==> src/rtl/trfb_pkg.sv <==
`timescale 1ns / 1ps
// ----------------------------------------------------------------------------
// trfb_pkg
// Shared types and constants of the token ring frame builder: byte kinds,
// the frame start byte and the command passed from front end to back end.
// ----------------------------------------------------------------------------
package trfb_pkg;

   localparam int ADDR_WIDTH          = 7;
   localparam int BYTE_WIDTH          = 8;
   localparam int QUEUE_DEPTH_DEFAULT = 2;

   localparam logic [BYTE_WIDTH-1:0] START_BYTE = 8'hAA;

   typedef enum logic [2:0] {
      KIND_START   = 3'd0,
      KIND_SOURCE  = 3'd1,
      KIND_DEST    = 3'd2,
      KIND_LENGTH  = 3'd3,
      KIND_PAYLOAD = 3'd4,
      KIND_CHECK   = 3'd5
   } kind_type;

   // one queued command: all bytes that one accepted transaction produces
   typedef struct packed {
      logic                  is_start;
      logic [ADDR_WIDTH-1:0] source;
      logic [ADDR_WIDTH-1:0] destination;
      logic [BYTE_WIDTH-1:0] length;
      logic                  has_payload;
      logic [BYTE_WIDTH-1:0] payload;
      logic                  has_check;
      logic [BYTE_WIDTH-1:0] check;
   } cmd_type;

endpackage

==> src/rtl/trfb_front.sv <==
`timescale 1ns / 1ps
// ----------------------------------------------------------------------------
// trfb_front
// Front end: accepts transactions, tracks the open frame and its checksum,
// and turns each start or open-frame transaction into one back end command.
// ----------------------------------------------------------------------------
module trfb_front (
   input  logic                           clock,
   input  logic                           reset,
   input  logic                           accept,
   input  logic                           starts_message,
   input  logic [trfb_pkg::ADDR_WIDTH-1:0] destination,
   input  logic [trfb_pkg::BYTE_WIDTH-1:0] message_length,
   input  logic [trfb_pkg::BYTE_WIDTH-1:0] payload_byte,
   input  logic [trfb_pkg::ADDR_WIDTH-1:0] source_address,
   output logic                           cmd_push,
   output trfb_pkg::cmd_type              cmd
);
   import trfb_pkg::*;

   logic                  open_ff, open_in;
   logic [BYTE_WIDTH-1:0] remaining_ff, remaining_in;
   logic [BYTE_WIDTH-1:0] checksum_ff, checksum_in;
   logic [BYTE_WIDTH-1:0] header_sum;
   logic [BYTE_WIDTH-1:0] payload_sum;
   logic                  len_zero;
   logic                  len_one;

   assign header_sum  = {1'b0, source_address} ^ {1'b0, destination} ^ message_length;
   assign payload_sum = (starts_message ? header_sum : checksum_ff) ^ payload_byte;
   assign len_zero    = (message_length == '0);
   assign len_one     = (message_length == BYTE_WIDTH'(1));

   always_comb begin
      open_in          = open_ff;
      remaining_in     = remaining_ff;
      checksum_in      = checksum_ff;
      cmd_push         = 1'b0;
      cmd.is_start     = starts_message;
      cmd.source       = source_address;
      cmd.destination  = destination;
      cmd.length       = message_length;
      cmd.has_payload  = 1'b1;
      cmd.payload      = payload_byte;
      cmd.has_check    = 1'b0;
      cmd.check        = payload_sum;
      if (starts_message) begin
         // new start abandons any open frame
         cmd.has_payload = !len_zero;
         cmd.has_check   = len_zero || len_one;
         cmd.check       = len_zero ? header_sum : payload_sum;
         if (accept) begin
            cmd_push     = 1'b1;
            open_in      = !len_zero && !len_one;
            remaining_in = len_zero ? '0 : message_length - BYTE_WIDTH'(1);
            checksum_in  = payload_sum;
         end
      end else if (open_ff) begin
         cmd.has_check = (remaining_ff == BYTE_WIDTH'(1));
         if (accept) begin
            cmd_push     = 1'b1;
            open_in      = (remaining_ff != BYTE_WIDTH'(1));
            remaining_in = remaining_ff - BYTE_WIDTH'(1);
            checksum_in  = payload_sum;
         end
      end
   end

   always_ff @(posedge clock) begin
      if (reset) begin
         open_ff      <= 1'b0;
         remaining_ff <= '0;
         checksum_ff  <= '0;
      end else begin
         open_ff      <= open_in;
         remaining_ff <= remaining_in;
         checksum_ff  <= checksum_in;
      end
   end

endmodule

==> src/rtl/trfb_queue.sv <==
`timescale 1ns / 1ps
// ----------------------------------------------------------------------------
// trfb_queue
// Short command queue between front end and back end.
// ----------------------------------------------------------------------------
module trfb_queue #(
   parameter int Depth = trfb_pkg::QUEUE_DEPTH_DEFAULT
) (
   input  logic              clock,
   input  logic              reset,
   input  logic              push,
   input  trfb_pkg::cmd_type push_cmd,
   input  logic              pop,
   output trfb_pkg::cmd_type head_cmd,
   output logic              head_valid,
   output logic              full
);
   import trfb_pkg::*;

   localparam int PtrWidth   = (Depth > 1) ? $clog2(Depth) : 1;
   localparam int CountWidth = $clog2(Depth + 1);

   cmd_type               mem_ff [Depth];
   logic [PtrWidth-1:0]   wr_ptr_ff, wr_ptr_in;
   logic [PtrWidth-1:0]   rd_ptr_ff, rd_ptr_in;
   logic [CountWidth-1:0] count_ff, count_in;
   logic                  do_push;
   logic                  do_pop;

   assign full       = (count_ff == CountWidth'(Depth));
   assign head_valid = (count_ff != '0);
   assign head_cmd   = mem_ff[rd_ptr_ff];
   assign do_push    = push && !full;
   assign do_pop     = pop && head_valid;

   always_comb begin
      wr_ptr_in = wr_ptr_ff;
      rd_ptr_in = rd_ptr_ff;
      count_in  = count_ff;
      if (do_push) begin
         wr_ptr_in = (wr_ptr_ff == PtrWidth'(Depth - 1)) ? '0 : wr_ptr_ff + PtrWidth'(1);
      end
      if (do_pop) begin
         rd_ptr_in = (rd_ptr_ff == PtrWidth'(Depth - 1)) ? '0 : rd_ptr_ff + PtrWidth'(1);
      end
      if (do_push && !do_pop) begin
         count_in = count_ff + CountWidth'(1);
      end else if (do_pop && !do_push) begin
         count_in = count_ff - CountWidth'(1);
      end
   end

   always_ff @(posedge clock) begin
      if (do_push) begin
         mem_ff[wr_ptr_ff] <= push_cmd;
      end
   end

   always_ff @(posedge clock) begin
      if (reset) begin
         wr_ptr_ff <= '0;
         rd_ptr_ff <= '0;
         count_ff  <= '0;
      end else begin
         wr_ptr_ff <= wr_ptr_in;
         rd_ptr_ff <= rd_ptr_in;
         count_ff  <= count_in;
      end
   end

endmodule

==> src/rtl/trfb_back.sv <==
`timescale 1ns / 1ps
// ----------------------------------------------------------------------------
// trfb_back
// Back end: steps through the bytes of the head command into the result
// register, one per cycle while the result register is free or popped.
// ----------------------------------------------------------------------------
module trfb_back (
   input  logic                            clock,
   input  logic                            reset,
   input  trfb_pkg::cmd_type               head_cmd,
   input  logic                            head_valid,
   output logic                            head_pop,
   input  logic                            rsp_pop,
   output logic                            rsp_valid,
   output logic [trfb_pkg::BYTE_WIDTH-1:0] rsp_byte,
   output trfb_pkg::kind_type              rsp_kind,
   output logic                            rsp_last
);
   import trfb_pkg::*;

   logic                  active_ff;
   kind_type              step_ff;
   logic                  out_valid_ff;
   logic [BYTE_WIDTH-1:0] out_byte_ff;
   kind_type              out_kind_ff;
   logic                  out_last_ff;

   kind_type              cur_kind;
   kind_type              next_kind;
   logic                  cur_last;
   logic [BYTE_WIDTH-1:0] cur_byte;
   logic                  load;

   assign cur_kind = active_ff ? step_ff : (head_cmd.is_start ? KIND_START : KIND_PAYLOAD);
   assign load     = head_valid && (!out_valid_ff || rsp_pop);
   assign head_pop = load && cur_last;

   always_comb begin
      next_kind = KIND_START;
      cur_last  = 1'b0;
      cur_byte  = START_BYTE;
      case (cur_kind)
         KIND_START: begin
            next_kind = KIND_SOURCE;
         end
         KIND_SOURCE: begin
            next_kind = KIND_DEST;
            cur_byte  = {1'b0, head_cmd.source};
         end
         KIND_DEST: begin
            next_kind = KIND_LENGTH;
            cur_byte  = {1'b0, head_cmd.destination};
         end
         KIND_LENGTH: begin
            next_kind = head_cmd.has_payload ? KIND_PAYLOAD : KIND_CHECK;
            cur_byte  = head_cmd.length;
         end
         KIND_PAYLOAD: begin
            next_kind = KIND_CHECK;
            cur_last  = !head_cmd.has_check;
            cur_byte  = head_cmd.payload;
         end
         KIND_CHECK: begin
            cur_last  = 1'b1;
            cur_byte  = head_cmd.check;
         end
         default: begin
            cur_last  = 1'b1;
         end
      endcase
   end

   always_ff @(posedge clock) begin
      if (reset) begin
         active_ff    <= 1'b0;
         step_ff      <= KIND_START;
         out_valid_ff <= 1'b0;
      end else begin
         if (load) begin
            active_ff    <= !cur_last;
            step_ff      <= next_kind;
            out_valid_ff <= 1'b1;
            out_byte_ff  <= cur_byte;
            out_kind_ff  <= cur_kind;
            out_last_ff  <= cur_last;
         end else if (rsp_pop) begin
            out_valid_ff <= 1'b0;
         end
      end
   end

   assign rsp_valid = out_valid_ff;
   assign rsp_byte  = out_byte_ff;
   assign rsp_kind  = out_kind_ff;
   assign rsp_last  = out_last_ff;

endmodule

==> src/rtl/token_ring_frame_builder_core.sv <==
`timescale 1ns / 1ps
// ----------------------------------------------------------------------------
// token_ring_frame_builder_core
// Serial frame builder: header, payload bytes and XOR checksum per frame.
// ----------------------------------------------------------------------------
// a start transaction yields five or six result bytes (start byte 0xaa,
// source, destination, length, then the first payload byte and/or the
// checksum); a payload transaction yields one byte, two when it closes the
// frame; a byte with no open frame yields nothing. the front end takes one
// transaction per cycle while the command queue has room; the back end puts
// out one result byte per cycle while results are popped, so a payload
// stream runs at one transaction per cycle and a start transaction holds
// the back end for five or six bytes, during which the input stalls once
// the queue has filled. results pass through the queue, then the result
// register. source address is taken from the csr register at accept time
// ----------------------------------------------------------------------------
module token_ring_frame_builder_core #(
   parameter int QueueDepth = trfb_pkg::QUEUE_DEPTH_DEFAULT
) (
   input  logic                            clock,
   input  logic                            reset,
   // configuration
   input  logic                            csr_write_enable,
   input  logic [trfb_pkg::ADDR_WIDTH-1:0] csr_source_address,
   // request queue side
   input  logic                            push,
   output logic                            full,
   input  logic                            req_starts_message,
   input  logic [trfb_pkg::ADDR_WIDTH-1:0] req_destination,
   input  logic [trfb_pkg::BYTE_WIDTH-1:0] req_message_length,
   input  logic [trfb_pkg::BYTE_WIDTH-1:0] req_payload_byte,
   // response queue side
   output logic                            empty,
   input  logic                            pop,
   output logic [trfb_pkg::BYTE_WIDTH-1:0] rsp_out_byte,
   output logic [2:0]                      rsp_byte_kind,
   output logic                            rsp_last_of_run
);
   import trfb_pkg::*;

   // source address register
   logic [ADDR_WIDTH-1:0] source_address_ff;

   // front end to queue
   logic    cmd_push;
   cmd_type cmd;
   logic    accept;

   // queue to back end
   cmd_type  head_cmd;
   logic     head_valid;
   logic     head_pop;
   logic     out_valid;
   kind_type out_kind;

   always_ff @(posedge clock) begin
      if (reset) begin
         source_address_ff <= '0;
      end else if (csr_write_enable) begin
         source_address_ff <= csr_source_address;
      end
   end

   // a transaction is taken whenever the queue has room, even if dropped
   assign accept = push && !full;

   trfb_front u_front (
      .clock          (clock),
      .reset          (reset),
      .accept         (accept),
      .starts_message (req_starts_message),
      .destination    (req_destination),
      .message_length (req_message_length),
      .payload_byte   (req_payload_byte),
      .source_address (source_address_ff),
      .cmd_push       (cmd_push),
      .cmd            (cmd)
   );

   trfb_queue #(
      .Depth (QueueDepth)
   ) u_queue (
      .clock      (clock),
      .reset      (reset),
      .push       (cmd_push),
      .push_cmd   (cmd),
      .pop        (head_pop),
      .head_cmd   (head_cmd),
      .head_valid (head_valid),
      .full       (full)
   );

   // back end expands each command into its result bytes
   trfb_back u_back (
      .clock      (clock),
      .reset      (reset),
      .head_cmd   (head_cmd),
      .head_valid (head_valid),
      .head_pop   (head_pop),
      .rsp_pop    (pop),
      .rsp_valid  (out_valid),
      .rsp_byte   (rsp_out_byte),
      .rsp_kind   (out_kind),
      .rsp_last   (rsp_last_of_run)
   );

   assign empty         = !out_valid;
   assign rsp_byte_kind = out_kind;

endmodule
==> config.mk <==
export PLATFORM = sky130hd
export DESIGN_NAME = token_ring_frame_builder_core
export DESIGN_NICKNAME = d
export VERILOG_FILES = /design/src/rtl/trfb_pkg.sv /design/src/rtl/trfb_front.sv /design/src/rtl/trfb_queue.sv /design/src/rtl/trfb_back.sv /design/src/rtl/token_ring_frame_builder_core.sv
export SDC_FILE = /design/constraint.sdc
export NUM_CORES = 1
export LEC_CHECK = 0
export CAP_MARGIN = 15
export CORE_UTILIZATION = 45
export DETAILED_ROUTE_END_ITERATION = 7
export DONT_BUFFER_PORTS = 1
export GPL_TIMING_DRIVEN = 0
export PLACE_DENSITY = 0.63
export SLEW_MARGIN = 20
export SYNTH_ARGS = -nofsm -noshare
export SYNTH_HDL_FRONTEND = slang
export SYNTH_SLANG_ARGS = --single-unit
==> constraint.sdc <==
create_clock -name clock -period 5.6 [get_ports clock]
set_input_delay 0.28 -clock clock [delete_from_list [all_inputs] [get_ports clock]]
set_output_delay 0.28 -clock clock [all_outputs]
set_load 0.01 [all_outputs]
==> impl_table.tex <==
\begin{tabular}{lr}
\hline
Metric & Value \\
\hline
\multicolumn{2}{l}{\textbf{Status}} \\
\quad Outcome & completed \\
\multicolumn{2}{l}{\textbf{Timing}} \\
\quad Normalized max-slew margin & 29.9\% \\
\quad Number of endpoints failing setup at the final stage & 0 \\
\quad Tmin final & 2.98 ns \\
\quad Unrepaired setup endpoints after global routing & false \\
\quad Setup skew after layout & 0.0102 ns \\
\quad Slew @ Worst Pin & 1.05 ns \\
\quad Fmax & 336 MHz \\
\quad Post-route clock period utilization & 53.1\% \\
\quad Count of pins over their slew limit & 0 \\
\quad Setup tns final & 0 ns \\
\quad Final hold violations & 0 \\
\multicolumn{2}{l}{\textbf{Detailed routing}} \\
\quad Starting DRT DRC Count & 218 \\
\quad Total wirelength of the detailed-routed design & 14400 microns \\
\quad Number of nets with antenna violations after routing & 0 \\
\quad DRC violations left & 0 \\
\quad DR WL/cell & 19.9 microns \\
\quad Per-cell via count in the routed design & 5.49 \\
\quad Detailed-routing iteration count for the pre-antenna-repair pass & 5 \\
\quad Via count & 3956 \\
\multicolumn{2}{l}{\textbf{CTS}} \\
\quad Maximum buffer depth of the clock tree & 2 \\
\quad CTS clk-pin slew, worst paths & 0.05 ns \\
\quad Root Buffer & clkbuf\_16 \\
\quad Htree depth & 4 \\
\quad Clk sink count & 128 \\
\quad Clock Latency Late Sink & 0.42 ns \\
\quad Post-CTS Repair Setup Buffers & 0 \\
\quad CTS tree & yes \\
\quad Number of gates given a new drive strength after cts & 0 \\
\quad Hold\_buf cts & 25 \\
\quad TritonCTS Buffers & 17 \\
\multicolumn{2}{l}{\textbf{Synth}} \\
\quad Synth Area in Compound Gates & 9.73\% \\
\quad Number of unique standard cell types used by synthesis & 48 \\
\quad Share of flip-flops with an asynchronous set or reset after synthesis & 0\% \\
\quad Part of the Yosys area used for sequential elements & 59.5\% \\
\quad Adder and majority gate portion of the synthesized area & 1.27\% \\
\quad Share of the synthesized area in the top cell type & 47.9\% \\
\quad Simple-Gate Fraction of Synth Area & 11.1\% \\
\quad Most used flip-flop cell after synthesis & edfxtp\_1 \\
\quad Average cell area after synthesis & 12.0 sq um \\
\quad Number of nets produced by synthesis & 532 \\
\quad Number of storage elements in the synthesis netlist & 128 \\
\quad Top area cells in the synthesized netlist & edfxtp\_1 (48\%), dfxtp\_1 (12\%), xor2\_1 (3.9\%) \\
\quad Number of enable-type register cells in the synthesized netlist & 94 \\
\quad Post-synthesis instance total & 490 \\
\quad Largest area contributor in the netlist & edfxtp\_1 \\
\quad Ys Warns & 0 \\
\quad XOR/XNOR Fraction of Synth Area & 6.99\% \\
\quad Mapped Area & 5890 sq um \\
\quad Largest family of logic cells by synthesized area & simple AND/OR/NAND/NOR gates \\
\quad Share of cell area taken by muxes after synthesis & 8.75\% \\
\multicolumn{2}{l}{\textbf{Pwr}} \\
\quad Leakage & 2.47 nW \\
\quad Final Total Pwr & 0.00305 W \\
\quad Switching portion of total power & 28.4\% \\
\quad Net load switching power & 0.000866 W \\
\quad Total power per unit cell area & 436 nW/um\^{}2 \\
\quad Combinational Power Share & 22.8\% \\
\quad Internal cell power & 0.00218 W \\
\quad Peak ir drop on the vdd network & 0.192 mV \\
\quad Relative contribution of sequential cells to total power & 41.2\% \\
\quad Clock group share of total power & 36.0\% \\
\multicolumn{2}{l}{\textbf{Worst setup path}} \\
\quad Worst setup EP type & flop \\
\quad Stage delay of the slowest cell on the critical path & 0.58 ns \\
\quad Critical Path Fanout Max & 10 \\
\quad Critical-path top delay cell & a211oi\_1 \\
\quad Worst EP arrival & 3.32 ns \\
\quad Required time of the critical path & 5.94 ns \\
\quad Setup CP Type & flop to flop \\
\quad Sequence of cells on the critical path & buf\_2 -> mux2i\_1 -> a21boi\_2 -> a211oi\_1 -> inv\_1 -> ha\_1 -> or3\_1 -> a21oi\_1 \\
\quad Kind of launch point of the worst setup path & flop \\
\multicolumn{2}{l}{\textbf{Worst hold path}} \\
\quad Worst hold-check path type & primary input to flop \\
\multicolumn{2}{l}{\textbf{Floorplanning}} \\
\quad Die area & 13600 sq um \\
\quad Die width & 116 microns \\
\quad Initial Util & 46.5\% \\
\quad Total number of placement rows & 41 \\
\quad Core region area & 12700 sq um \\
\quad I/O Pins & 50 \\
\quad Vertical extent of the die & 116 microns \\
\multicolumn{2}{l}{\textbf{Placement}} \\
\quad Total of buffers placed on input and output ports & 0 \\
\quad Placed cells & 664 \\
\quad RD Place Congestion & 0.869 \\
\quad Post-detail-place hpwl & 9700 microns \\
\multicolumn{2}{l}{\textbf{Layout}} \\
\quad Area Overhead vs Synth & 18.7\% \\
\quad Count of non-filler cells in the finished layout & 721 \\
\quad Filler cells & 1079 \\
\quad Layout cell share with drive strength beyond 1 & 10.7\% \\
\quad Post-layout net count & 578 \\
\quad Inserted Diodes & 0 \\
\multicolumn{2}{l}{\textbf{Global routing}} \\
\quad Total GRT Usage & 23.2\% \\
\quad Global-route wire length before repair & 22200 microns \\
\quad Gr ovfl total & 0 \\
\quad Maximum number of pins on one net before global-route repair & 31 \\
\quad Via count of the first global-routing pass & 3899 \\
\quad Antenna violations before repair & 0 \\
\multicolumn{2}{l}{\textbf{Job}} \\
\quad Number of maximum-capacitance violations & 0 \\
\hline
\end{tabular}
==> Yosys cell counts, types with 2 or more instances <==
cell	number
a31oi_1	3
o21ai_1	3
a221oi_1	7
nand2b_1	3
nor2_1	57
xnor2_1	21
mux2i_1	20
o22ai_1	5
dfxtp_1	34
or4_1	3
o221ai_1	2
clkbuf_1	16
and3_1	12
nand3_1	4
a2111oi_0	7
o21ai_0	21
edfxtp_1	94
mux4_2	7
nor3_1	7
nor4_1	3
or3_1	3
nor3b_1	6
inv_1	15
a21oi_1	35
xor2_1	26
mux2_2	14
nor2b_1	4
ha_1	6
a211oi_1	4
and2_1	4
buf_2	4
nor4b_1	2
nand2_1	22
buf_1	2
==> flip-flops by register name, summed over array words and instances, names as in the netlist, 2 cells and up, named ones only <==
name / flops
u_back.rsp_byte: 8
u_queue.count_ff: 2
u_back.rsp_kind: 3
u_back.step_ff: 3
u_front.remaining_ff: 8
source_address_ff: 7
u_queue.mem_ff: 82
u_front.checksum_ff: 8
==> logic make-up (layout without fill, tap and decap cells) <==
family | Yosys count | after routing
xor+xnor | 47 | 47
mux | 41 | 41
compound gates | 94 | 94
flops | 128 | 128
buf+inv | 39 | 98
simple gates | 135 | 135
fa+ha+maj | 6 | 6
==> per-layer routing <==
metal  share of wire, %  GRT usage [%]  routed length [microns]  vias to the layer above
met1                 45           30.6                     6460                     1928
met2                 48           36.6                     6950                      115
li1                   -              -                        -                     1896
met3                4.7           6.07                      681                       17
met5                  0              0                        0                        -
met4                1.8           8.80                      262                        0
==> layout by cell type, fill, tap and decap left out, drive strengths merged, types with 21 or more instances in the layout <==
cell type and instances:
nand2 23, dlygate4sd3 25, xor2 26, nor2 57, edfxtp 94, clkbuf 41
dfxtp 34, a21oi 35, xnor2 21, o21ai 24
==> path summary, 6_finish.rpt <==
check | start | cells past startpoint | endpoint | slack, ns
max | flop | 8 | u_queue.count_ff[1]$_SDFFE_PP0P_ | 2.62
min | csr_source_address[2] | 2 | source_address_ff[2]$_SDFFE_PP0P_ | 0.02
max reg2reg | flop | 8 | u_queue.count_ff[1]$_SDFFE_PP0P_ | 2.62
min reg2reg | u_front.checksum_ff[7]$_SDFFE_PP0P_ | 2 | u_front.checksum_ff[7]$_SDFFE_PP0P_ | 0.51
==> power groups by stage <==
stage	clock network, W	registers, W	logic [W]
5_1_grt	0.00116	0.00127	0.000763
3_5_place_dp	0	0.00128	0.000671
6_report	0.00110	0.00126	0.000694
4_1_cts	0.00111	0.00126	0.000696
3_3_place_gp	0	0.00128	0.000652
2_1_floorplan	0	0.00126	0.000495
==> worst max-delay path, delay by kind of cell, from the launching register on <==
family | cells | cell delay, ns
AO/OA/AOI/OAI | 3 | 0.90
adder cells (fa/ha/maj) | 1 | 0.36
buffers and inverters | 2 | 0.49
flip-flops | 1 | 0.44
multiplexers | 1 | 0.32
AND/OR/NAND/NOR | 1 | 0.40
==> per-stage QoR <==
step | utilization [%] | area, sq um | hold slack (ns) | setup WS [ns]
after floorplan | - | 5890 | 0.370 | 2.46
after global placement | 48.2 | 6110 | 0.373 | 1.11
after detailed placement | 48.6 | 6160 | 0.376 | 2.58
after CTS | 55.2 | 6990 | 0.00299 | 2.54
after global routing | 55.2 | 6990 | 0.00144 | 2.43
final | 55.2 | 6990 | 0.0198 | 2.62
==> cell type report <==
type / count / area (sq um) / area share [%]
sequential: 128 / 3500 / 50.1
buffer: 23 / 98.8 / 1.41
clock inverter: 7 / 109 / 1.56
inverter: 16 / 60.1 / 0.859
clock buffer: 25 / 475 / 6.80
timing repair buffer: 27 / 290 / 4.15
multi-input combinational: 323 / 2240 / 32.0
tap: 172 / 215 / 3.08
Power figures use the tool's default switching activity.
